File: src/design/clrp_pkg.sv
`timescale 1ns / 1ps
`default_nettype none
package clrp_pkg;

  localparam int MAX_PROCS_DEF = 16;

  localparam int PC_W    = 5;   // processor count register
  localparam int POS_W   = 4;   // byte position within a field or vector
  localparam int CNT_W   = 8;   // dependency counter
  localparam int BYTE_W  = 8;
  localparam int COUNT_W = 32;
  localparam int PTR_W   = 64;
  localparam int SLOT_OUT_W = 4;

  // slots ever addressable through a 5-bit processor count
  localparam int PC_MAX = (1 << PC_W) - 1;

  localparam logic [BYTE_W-1:0] GROUP_MARK = 8'hff;
  localparam logic [CNT_W-1:0]  CNT_SAT    = 8'hff;
  localparam logic [POS_W-1:0]  COUNT_LAST = 4'd3;
  localparam logic [POS_W-1:0]  PTR_LAST   = 4'd7;

  typedef struct packed {
    logic pos_clear;
    logic proc_load;
    logic proc_zero;
    logic thread_load;
    logic count_byte;
    logic ptr_byte;
    logic vec_byte;
    logic cnt_clear;
    logic emit_load;
    logic slot_inc;
    logic slot_clear;
  } cmd_t;

  typedef struct packed {
    logic serial;
    logic count_last;
    logic ptr_last;
    logic vec_last;
    logic slot_last;
    logic out_free;
  } status_t;

endpackage
`default_nettype wire

File: src/design/clrp_ctrl.sv
`timescale 1ns / 1ps
`default_nettype none
module clrp_ctrl (
  input  wire logic                 clk,
  input  wire logic                 rst,
  input  wire logic                 in_valid,
  output logic                      in_stall,
  input  wire logic [7:0]           log_byte,
  input  wire logic                 cfg_we,
  input  wire clrp_pkg::status_t    st,
  output clrp_pkg::cmd_t            cmd
);

  typedef enum logic [2:0] {
    S_WAIT,
    S_THREAD,
    S_COUNT,
    S_POINTER,
    S_REC_VEC,
    S_GRP_VEC,
    S_EMIT
  } state_t;

  state_t state;
  state_t state_next;
  logic   acc;

  assign acc = in_valid & ~in_stall;

  always_comb begin
    state_next = state;
    cmd        = '0;
    if (cfg_we) begin
      // register write aborts the record and wipes the counters
      state_next     = S_WAIT;
      cmd.pos_clear  = 1'b1;
      cmd.cnt_clear  = 1'b1;
      cmd.slot_clear = 1'b1;
    end else begin
      unique case (state)
        S_WAIT: begin
          if (acc) begin
            cmd.pos_clear = 1'b1;
            if (st.serial) begin
              cmd.proc_zero   = 1'b1;
              cmd.thread_load = 1'b1;
              state_next      = S_COUNT;
            end else if (log_byte == clrp_pkg::GROUP_MARK) begin
              state_next = S_GRP_VEC;
            end else begin
              cmd.proc_load = 1'b1;
              state_next    = S_THREAD;
            end
          end
        end
        S_THREAD: begin
          if (acc) begin
            cmd.thread_load = 1'b1;
            cmd.pos_clear   = 1'b1;
            state_next      = S_COUNT;
          end
        end
        S_COUNT: begin
          if (acc) begin
            cmd.count_byte = 1'b1;
            if (st.count_last) begin
              cmd.pos_clear = 1'b1;
              state_next    = S_POINTER;
            end
          end
        end
        S_POINTER: begin
          if (acc) begin
            cmd.ptr_byte = 1'b1;
            if (st.ptr_last) begin
              cmd.pos_clear = 1'b1;
              state_next    = st.serial ? S_EMIT : S_REC_VEC;
            end
          end
        end
        S_REC_VEC: begin
          if (acc) begin
            cmd.vec_byte = 1'b1;
            if (st.vec_last) begin
              cmd.pos_clear = 1'b1;
              state_next    = S_EMIT;
            end
          end
        end
        S_GRP_VEC: begin
          if (acc) begin
            cmd.vec_byte = 1'b1;
            if (st.vec_last) begin
              cmd.pos_clear = 1'b1;
              state_next    = S_WAIT;
            end
          end
        end
        S_EMIT: begin
          if (st.out_free) begin
            cmd.emit_load = 1'b1;
            if (st.slot_last) begin
              cmd.cnt_clear  = 1'b1;
              cmd.slot_clear = 1'b1;
              state_next     = S_WAIT;
            end else begin
              cmd.slot_inc = 1'b1;
            end
          end
        end
        default: begin
          state_next = S_WAIT;
        end
      endcase
    end
  end

  always_ff @(posedge clk) begin
    if (rst) begin
      state    <= S_WAIT;
      in_stall <= 1'b0;
    end else begin
      state    <= state_next;
      // input is held off for the whole result burst
      in_stall <= (state_next == S_EMIT);
    end
  end

endmodule
`default_nettype wire

File: src/design/clrp_dp.sv
`timescale 1ns / 1ps
`default_nettype none
module clrp_dp #(
  parameter int MAX_PROCS = clrp_pkg::MAX_PROCS_DEF
) (
  input  wire logic                              clk,
  input  wire logic                              rst,
  input  wire logic [7:0]                        log_byte,
  input  wire logic                              cfg_we,
  input  wire logic [clrp_pkg::PC_W-1:0]         cfg_data,
  input  wire clrp_pkg::cmd_t                    cmd,
  output clrp_pkg::status_t                      st,
  output logic                                   out_valid,
  input  wire logic                              out_stall,
  output logic [7:0]                             record_proc,
  output logic [7:0]                             record_thread,
  output logic [clrp_pkg::COUNT_W-1:0]           instruction_count,
  output logic [clrp_pkg::PTR_W-1:0]             instruction_pointer,
  output logic [clrp_pkg::SLOT_OUT_W-1:0]        slot_index,
  output logic [clrp_pkg::CNT_W-1:0]             successor_count,
  output logic [clrp_pkg::CNT_W-1:0]             predecessor_count,
  output logic                                   last_of_record
);

  // only slots reachable by a 5-bit count are stored
  localparam int SLOTS  = (MAX_PROCS < clrp_pkg::PC_MAX) ? MAX_PROCS : clrp_pkg::PC_MAX;
  localparam int SLOT_W = $clog2(SLOTS);
  localparam int PC_W   = clrp_pkg::PC_W;
  localparam int POS_W  = clrp_pkg::POS_W;
  localparam int CNT_W  = clrp_pkg::CNT_W;

  logic [PC_W-1:0]                  proc_cnt;
  logic [PC_W-1:0]                  n_procs;
  logic [POS_W-1:0]                 vec_size;
  logic [PC_W+1:0]                  vec_bits;
  logic [POS_W-1:0]                 pos;
  logic [PC_W-1:0]                  slot;
  logic [7:0]                       held_proc;
  logic [7:0]                       held_thread;
  logic [clrp_pkg::COUNT_W-1:0]     held_count;
  logic [clrp_pkg::PTR_W-1:0]       held_ptr;
  logic [CNT_W-1:0]                 succ_cnt [SLOTS];
  logic [CNT_W-1:0]                 pred_cnt [SLOTS];
  logic [SLOTS-1:0]                 succ_hit;
  logic [SLOTS-1:0]                 pred_hit;

  // bit at vector position idx is in the current byte and set
  function automatic logic vec_hit(input logic [7:0] b, input logic [POS_W-1:0] p,
                                   input logic [PC_W:0] idx);
    logic in_byte;
    in_byte = (POS_W'(idx[PC_W:3]) == p);
    return in_byte & b[idx[2:0]];
  endfunction

  always_comb begin
    if (proc_cnt <= PC_W'(1)) begin
      n_procs = PC_W'(1);
    end else if (proc_cnt > PC_W'(SLOTS)) begin
      n_procs = PC_W'(SLOTS);
    end else begin
      n_procs = proc_cnt;
    end
  end

  assign vec_bits = {n_procs, 1'b0} + (PC_W+2)'(7);
  assign vec_size = POS_W'(vec_bits[PC_W+1:3]);

  assign st.serial     = (proc_cnt <= PC_W'(1));
  assign st.count_last = (pos == clrp_pkg::COUNT_LAST);
  assign st.ptr_last   = (pos == clrp_pkg::PTR_LAST);
  assign st.vec_last   = ((pos + POS_W'(1)) >= vec_size);
  assign st.slot_last  = ((slot + PC_W'(1)) == n_procs);
  assign st.out_free   = ~out_valid | ~out_stall;

  always_comb begin
    for (int k = 0; k < SLOTS; k++) begin
      succ_hit[k] = (PC_W'(k) < n_procs) & vec_hit(log_byte, pos, (PC_W+1)'(k));
      pred_hit[k] = (PC_W'(k) < n_procs)
                  & vec_hit(log_byte, pos, (PC_W+1)'(n_procs) + (PC_W+1)'(k));
    end
  end

  always_ff @(posedge clk) begin
    if (rst) begin
      proc_cnt  <= PC_W'(1);
      pos       <= '0;
      slot      <= '0;
      out_valid <= 1'b0;
      held_proc   <= '0;
      held_thread <= '0;
      held_count  <= '0;
      held_ptr    <= '0;
      for (int k = 0; k < SLOTS; k++) begin
        succ_cnt[k] <= '0;
        pred_cnt[k] <= '0;
      end
    end else begin
      if (cfg_we) begin
        proc_cnt <= cfg_data;
      end

      if (cmd.pos_clear) begin
        pos <= '0;
      end else if (cmd.count_byte | cmd.ptr_byte | cmd.vec_byte) begin
        pos <= pos + POS_W'(1);
      end

      if (cmd.slot_clear) begin
        slot <= '0;
      end else if (cmd.slot_inc) begin
        slot <= slot + PC_W'(1);
      end

      if (cmd.proc_zero) begin
        held_proc <= '0;
      end else if (cmd.proc_load) begin
        held_proc <= log_byte;
      end
      if (cmd.thread_load) begin
        held_thread <= log_byte;
      end
      if (cmd.count_byte) begin
        held_count[8*pos[1:0] +: 8] <= log_byte;
      end
      if (cmd.ptr_byte) begin
        held_ptr[8*pos[2:0] +: 8] <= log_byte;
      end

      for (int k = 0; k < SLOTS; k++) begin
        if (cmd.cnt_clear) begin
          succ_cnt[k] <= '0;
          pred_cnt[k] <= '0;
        end else if (cmd.vec_byte) begin
          if (succ_hit[k] && succ_cnt[k] != clrp_pkg::CNT_SAT) begin
            succ_cnt[k] <= succ_cnt[k] + CNT_W'(1);
          end
          if (pred_hit[k] && pred_cnt[k] != clrp_pkg::CNT_SAT) begin
            pred_cnt[k] <= pred_cnt[k] + CNT_W'(1);
          end
        end
      end

      if (cmd.emit_load) begin
        out_valid <= 1'b1;
      end else if (~out_stall) begin
        out_valid <= 1'b0;
      end
    end
  end

  // result beat register
  always_ff @(posedge clk) begin
    if (cmd.emit_load) begin
      record_proc         <= held_proc;
      record_thread       <= held_thread;
      instruction_count   <= held_count;
      instruction_pointer <= held_ptr;
      slot_index          <= slot[clrp_pkg::SLOT_OUT_W-1:0];
      successor_count     <= succ_cnt[slot[SLOT_W-1:0]];
      predecessor_count   <= pred_cnt[slot[SLOT_W-1:0]];
      last_of_record      <= st.slot_last;
    end
  end

endmodule
`default_nettype wire

File: src/design/chunk_log_record_parser_core.sv
`timescale 1ns / 1ps
`default_nettype none
// Chunk log record parser. Log bytes are taken one per cycle while a record or
// dependency group is being parsed. When a record completes, one result beat per
// processor slot (one beat in serial mode) leaves through a single output
// register at up to one beat per cycle; the input is stalled for that burst. A
// parallel record is 14 + V bytes (V = vector bytes) and a serial record 13 bytes.
// The burst length is set by the slot sequencer, which reads one counter pair per
// cycle while the output register is free. The register write port is always
// ready; a write aborts any partial record and clears the counters.
module chunk_log_record_parser_core #(
  parameter int MAX_PROCS = clrp_pkg::MAX_PROCS_DEF
) (
  input  wire logic                          clk,
  input  wire logic                          rst,
  input  wire logic                          in_valid,
  output logic                               in_stall,
  input  wire logic [7:0]                    log_byte,
  input  wire logic                          cfg_valid,
  output logic                               cfg_ready,
  input  wire logic [clrp_pkg::PC_W-1:0]     processor_count,
  output logic                               out_valid,
  input  wire logic                          out_stall,
  output logic [7:0]                         record_proc,
  output logic [7:0]                         record_thread,
  output logic [clrp_pkg::COUNT_W-1:0]       instruction_count,
  output logic [clrp_pkg::PTR_W-1:0]         instruction_pointer,
  output logic [clrp_pkg::SLOT_OUT_W-1:0]    slot_index,
  output logic [clrp_pkg::CNT_W-1:0]         successor_count,
  output logic [clrp_pkg::CNT_W-1:0]         predecessor_count,
  output logic                               last_of_record
);

  clrp_pkg::cmd_t    cmd;
  clrp_pkg::status_t st;
  logic              cfg_we;

  assign cfg_ready = 1'b1;
  assign cfg_we    = cfg_valid & cfg_ready;

  clrp_ctrl u_ctrl (
    .clk      (clk),
    .rst      (rst),
    .in_valid (in_valid),
    .in_stall (in_stall),
    .log_byte (log_byte),
    .cfg_we   (cfg_we),
    .st       (st),
    .cmd      (cmd)
  );

  clrp_dp #(
    .MAX_PROCS (MAX_PROCS)
  ) u_dp (
    .clk                 (clk),
    .rst                 (rst),
    .log_byte            (log_byte),
    .cfg_we              (cfg_we),
    .cfg_data            (processor_count),
    .cmd                 (cmd),
    .st                  (st),
    .out_valid           (out_valid),
    .out_stall           (out_stall),
    .record_proc         (record_proc),
    .record_thread       (record_thread),
    .instruction_count   (instruction_count),
    .instruction_pointer (instruction_pointer),
    .slot_index          (slot_index),
    .successor_count     (successor_count),
    .predecessor_count   (predecessor_count),
    .last_of_record      (last_of_record)
  );

  // a result beat is never loaded over one that is still waiting
  a_emit_free: assert property (@(posedge clk) disable iff (rst)
    cmd.emit_load |-> st.out_free)
    else $error("result beat overwritten");

  // mid-burst the input stays held off
  a_burst_stall: assert property (@(posedge clk) disable iff (rst)
    cmd.emit_load && !st.slot_last && !cfg_we |=> in_stall)
    else $error("input taken during result burst");

  // one datapath action per cycle
  a_one_action: assert property (@(posedge clk) disable iff (rst)
    $onehot0({cmd.thread_load, cmd.count_byte, cmd.ptr_byte, cmd.vec_byte, cmd.emit_load}))
    else $error("conflicting datapath commands");

endmodule
`default_nettype wire

File: config.mk
export PLATFORM = sky130hd
export DESIGN_NAME = chunk_log_record_parser_core
export DESIGN_NICKNAME = d
export VERILOG_FILES = /design/src/design/clrp_pkg.sv /design/src/design/clrp_ctrl.sv /design/src/design/clrp_dp.sv /design/src/design/chunk_log_record_parser_core.sv
export SDC_FILE = /design/constraint.sdc
export NUM_CORES = 1
export LEC_CHECK = 0
export BUFFER_PORTS_ARGS = -buffer_cell sky130_fd_sc_hd__buf_2
export CORE_MARGIN = 10
export CORE_UTILIZATION = 62
export CTS_CLUSTER_DIAMETER = 150
export DETAILED_ROUTE_END_ITERATION = 8
export GPL_TIMING_DRIVEN = 0
export PLACE_DENSITY = 0.92
export SLEW_MARGIN = 20
export SYNTH_ARGS = -nofsm -noshare
export SYNTH_HDL_FRONTEND = slang
export SYNTH_SLANG_ARGS = --single-unit
File: constraint.sdc
create_clock -name clk -period 9.4 [get_ports clk]
set_clock_uncertainty 0.1 [all_clocks]
set_input_delay 0.47 -clock clk [delete_from_list [all_inputs] [get_ports clk]]
set_output_delay 0.47 -clock clk [all_outputs]
set_load 0.02 [all_outputs]
Word level (Yosys, flattened, before mapping) --
Memory sizes are Yosys's and may differ from the RTL's. A register that Yosys moved wholly into a read port is not among the register bits. Cells that the tools add are included.
Operators by class: muxes and demuxes 310, bitwise operators 135, equal/unequal tests 61, magnitude comparators 35, reductions and logical operators 38, shifts and indexed selects 4, $add $sub $neg 52
Operator list (count):
- $mux 8 | 64
- $add 8x1->8 const B | 32
- $ne 8x8->1 const B | 32
- $mux 1 | 200
- $or 1x1->1 | 67
- $and 1x1->1 | 65
- $bwmux 64 | 1
- $lt 3x4->1 const B | 16
- $shift 8x34->64 const A | 1
- $shiftx 8x34->64 | 1
- $eq 3x4->1 | 15
- $add 5x4->6 const B | 8
- $bmux 1 s3 | 16
- $mux 3 | 15
- $lt 4x5->1 const A | 8
- $neg 5->34 | 1
- $neg 6->34 | 1
- $shift 8x34->32 const A | 1
- $shiftx 8x34->32 | 1
- $bwmux 32 | 1
- $logic_and 1x1->1 | 32
- $add 5x3->6 const B | 4
- $pmux 3 s7 | 1
- $lt 3x5->1 const A | 4
- other kinds (30) | 48
Word-level totals: register bits after elaboration 248, memories 2, word-level logic and storage cells 653, bits of input ports 18, bits in writable memories 256, output and inout bits 136
Memory list:
- u_dp.pred_cnt | depth 16, bits a word 8, read ports 17, clocked after memory_dff 1, wr ports 16, RTL line clrp_dp.sv:43 | logic [CNT_W-1:0] pred_cnt [SLOTS];
- u_dp.succ_cnt | depth 16, bits a word 8, read ports 17, clocked after memory_dff 1, wr ports 16, RTL line clrp_dp.sv:42 | logic [CNT_W-1:0] succ_cnt [SLOTS];

Depth between registers and ports, before layout --
depth in word-level cells 15, depth in mapped cells 15

Cells and area by module --
A second synthesis with hierarchy kept.
Second synthesis, totals: cell total of the unflattened synthesis 2193, area total of the unflattened synthesis 25743.4 µm²
Modules (own cells, without submodules):
- clrp_dp | instances 1, area an instance 25285.5 µm², cells an instance 2135
- clrp_ctrl | instances 1, area an instance 446.7 µm², cells an instance 56
- chunk_log_record_parser_core | instances 1, area an instance 11.3 µm², cells an instance 2

Least setup slack after synthesis --
Ideal clock, no wire load.
path type flip-flop to flip-flop, start reg u_ctrl.state[1], end reg u_dp.slot[1], setup slack 949 ps, library setup time 123 ps, required time 9177 ps, cell stages (with the launch flop) 7, clock period less this slack 8451 ps, arrival time 8228 ps, path buffers 1, cells stage by stage dfxtp_1 -> buf_1 -> nand4_1 -> nor2_1 -> o21ai_0 -> mux2i_1 -> nor2_1
On the way: word-level cells in the longest chain between the ends 4, elaborated cells on any way between the ends 5
RTL lines:
- start, declared | RTL line clrp_ctrl.sv:24 | state_t state;
- start signal, assigned | RTL line clrp_ctrl.sv:123 | state <= state_next;
- $eq 3x3->1 (*) | RTL line clrp_ctrl.sv:40 | unique case (state)
- $mux 4 (*) | RTL line clrp_ctrl.sv:40
- $mux 1 | RTL line clrp_ctrl.sv:33 | if (cfg_we) begin
- $reduce_or 2->1 (no line)
- end signal, assigned | RTL line clrp_dp.sv:111 | slot <= slot + PC_W'(1);
- end, declared | RTL line clrp_dp.sv:37 | logic [PC_W-1:0] slot;
Mark *: on every way between the ends. The rest lies on a longest branch, timed or not. A chain may end at the register's enable or synchronous reset.

==> flow_metrics.env <==
export IMPL_status="completed"
export IMPL_synth_area_top_cells="edfxtp_1, dfxtp_1, mux4_2"
export IMPL_cts_resized=0
export IMPL_fillers=2723
export IMPL_final_util_pct=70.43
export IMPL_drive_gt1_share_pct=16.30
export IMPL_async_reset_ff_share_pct=0
export IMPL_slowest_stage="clkbuf_1"
export IMPL_multi_input_area_um2=11100
export IMPL_cp_max_fo=10
export IMPL_core_um2=41760
export IMPL_start_kind="flip-flop"
export IMPL_gp_congestion=1.005
export IMPL_fp_dieH_um=225.2
export IMPL_rsz0062_at_grt="no"
export IMPL_antenna_found_initial=9
export IMPL_max_stage_delay_ps=900
export IMPL_cts_setup_buffers=0
export IMPL_ctsLongestPathBuffers=3
export IMPL_placementRows=75
export IMPL_antenna_left=0
export IMPL_cts_tree="built"
export IMPL_yosysSeqAreaShare_pct=54.79
export IMPL_drtIter0Drc=2816
export IMPL_holdWs_ps=14.73
export IMPL_synth_top_area_share_pct=44.75
export IMPL_regToRegStartpoint="u_dp.slot[3]"
export IMPL_syn_mean_instance_area_um2=11.44
export IMPL_p_leak_nw=10.16
export IMPL_syn_num_nets=2355
export IMPL_fmax_ghz=0.2131
export IMPL_routed_wirelength_um=75660
export IMPL_setup_viol=0
export IMPL_regArea_um2=14300
export IMPL_clkSinkCount=520
export IMPL_vias=20231
export IMPL_drc_errors=0
export IMPL_synthesis_area_um2=26110
export IMPL_slew_headroom_pct=21.78
export IMPL_netlist_instances=2281
export IMPL_postCtsHoldBufs=0
export IMPL_synth_flop_cell="edfxtp_1"
export IMPL_slew_viol_final=0
export IMPL_ys_seq_elements=520
export IMPL_first_global_vias=19387
export IMPL_ir_drop_mv=0.1273
export IMPL_finalHoldViolCount=0
export IMPL_clkTransAtPathRegs_ps=60
export IMPL_worstSetupPathType="reg2reg"
export IMPL_min_to="u_dp.out_valid"
export IMPL_cts_root_buf="clkbuf_16"
export IMPL_hold_path_depth=3
export IMPL_period_share_pct=49.92
export IMPL_syn2layout_area_growth_pct=12.66
export IMPL_required_ps=9500
export IMPL_worstHoldStart="out_stall"
export IMPL_reg2reg_depth=7
export IMPL_fin_tns_setup_ps=0
export IMPL_first_pass_iters=6
export IMPL_dp_cells=2980
export IMPL_dp_hpwl_um=55580
export IMPL_synth_edf_count=389
export IMPL_crit_chain="buf_1 -> xnor3_1 -> o211ai_4 -> nor3_2 -> nor2_1 -> clkbuf_1 -> nand2_1"
export IMPL_cap_violations=0
export IMPL_fin_cells=3079
export IMPL_preCtsSetupSlack_ps=4938
export IMPL_io_pins=154
export IMPL_cp_end_kind="flip-flop"
export IMPL_dieWidth_um=225.2
export IMPL_worst_r2r_endpoint="u_dp.succ_cnt[2][0]"
export IMPL_ys_types=78
export IMPL_htreeDepth=2
export IMPL_hold_path_class="in2reg"
export IMPL_cts_inserted_buffers=50
export IMPL_tightest_slew_ps=1169
export IMPL_wl_per_cell_um=24.57
export IMPL_portBuffers=152
export IMPL_grt_pass1_wl_um=114500
export IMPL_die_area_um2=50710
export IMPL_initial_core_util_pct=62.51
export IMPL_track_usage_pct=29.26
export IMPL_via_per_inst=6.571
export IMPL_clk_latency_ps=610
export IMPL_grt_max_degree=32
export IMPL_p_per_area_nw_per_um2=169.5
export IMPL_ys_warnings_count=0
export IMPL_fin_ws_ps=4708
export IMPL_overflow=0
export IMPL_cp_arrival_ps=4790
export IMPL_yosysTopAreaCell="edfxtp_1"
export IMPL_ff2ff_setup_slack_ps=4710
export IMPL_fin_crit_ps=4692
export IMPL_fin_nets=2567
[synthesized netlist by cell type, types with 5 or more instances]
master,count
and3_1,41
or3_1,13
mux2i_1,50
nand2_1,189
or2_2,15
xnor2_1,123
clkbuf_1,89
xor2_1,113
nor2_2,23
nand4_1,27
mux4_2,88
o211ai_1,9
nor4_1,21
a31oi_1,10
buf_1,9
nand2b_1,17
nor3_1,74
ha_1,56
a311oi_1,7
nor2_1,306
nand3_1,184
a21oi_1,97
edfxtp_1,389
nand4b_1,8
o21ai_0,21
and2_1,9
or4_1,12
buf_4,5
nor2b_1,10
dfxtp_1,131
buf_2,16
inv_1,43
[final cells by class]
cell class | count | area share [%]
timing repair buffer | 160 | 3.021
antenna | 7 | 0.05956
multi-input combinational | 1589 | 37.75
tap | 539 | 2.293
buffer | 125 | 1.872
clock buffer | 70 | 4.790
sequential | 520 | 48.64
clock inverter | 22 | 0.9572
inverter | 47 | 0.6169
[worst max-delay path, delay by kind of cell, from the launching register on]
kind | cells | cell delay, ps
buf+inv | 2 | 1540
simple gates | 3 | 1510
xor+xnor | 1 | 580
flops | 1 | 380
compound gates | 1 | 180
[report_power, final]
part	leakage, nW	internal [mW]	switching (mW)	total [mW]
logic	4.29	0.113	0.202	0.315
registers	5.05	2.51	0.0688	2.57
clock network	0.823	1.20	0.900	2.10
[cell families (layout without fill, tap and decap cells)]
group | count (synthesis) | after routing | synth area share (%)
AND/OR/NAND/NOR | 969 | 969 | 17.61
flip-flops | 520 | 520 | 54.79
XOR/XNOR | 238 | 238 | 8.090
AO/OA/AOI/OAI | 183 | 183 | 4.318
buffers and inverters | 172 | 424 | 2.804
multiplexers | 142 | 142 | 9.682
adder cells (fa/ha/maj) | 56 | 56 | 2.684
other | 1 | 8 | 0.01437
[cell usage in the layout, fill, tap and decap left out, drive strengths merged, types with 75 or more instances in the layout]
master and count:
clkbuf 160, a21oi 97, mux4 88, nand3 184, xnor2 123, buf 195, nor2 330, nor3 75
dfxtp 131, edfxtp 389, nand2 189, xor2 113
[how the worst max path moves through the flow]
stage	slack, ps	depth (start not counted)	endpoint	start
after global routing	4860	8	u_dp.succ_cnt[2][0]	u_dp.slot[2]
after global placement	-2170	6	u_dp.slot[1]	u_ctrl.state[1]
after floorplan	950	6	u_dp.slot[1]	u_ctrl.state[1]
final	4710	7	u_dp.succ_cnt[2][0]	u_dp.slot[3]
after detailed placement	4940	7	u_dp.pred_cnt[15][3]	u_dp.slot[3]
after CTS	4960	7	u_dp.pred_cnt[15][4]	u_dp.slot[3]
[metrics by stage]
step	power (mW)	instance area [um2]
2_1_floorplan	2.803	26110
3_3_place_gp	2.907	27540
3_5_place_dp	2.919	27700
4_1_cts	4.974	29390
5_1_grt	5.102	29400
6_report	4.986	29410
[state kept, by name (all words and copies together), names as in the netlist, 5 cells and up]
| register | count |
|---|---|
| u_dp.pred_cnt | 128 |
| u_dp.succ_cnt | 128 |
| u_dp.held_ptr | 64 |
| u_dp.instruction_pointer | 64 |
| u_dp.held_count | 32 |
| u_dp.instruction_count | 32 |
| u_dp.held_proc | 8 |
| u_dp.held_thread | 8 |
| u_dp.predecessor_count | 8 |
| u_dp.record_proc | 8 |
| u_dp.record_thread | 8 |
| u_dp.successor_count | 8 |
| u_dp.proc_cnt | 5 |
| u_dp.slot | 5 |
[per-layer routing]
metal	vias up	track usage (%)	wire length (um)
met4	4	12.61	3454
met5	-	0	20
li1	8724	-	-
met1	9744	36.88	27200
met3	267	7.313	9514
met2	1492	47.40	35470
(Power assumes the default switching activity.)
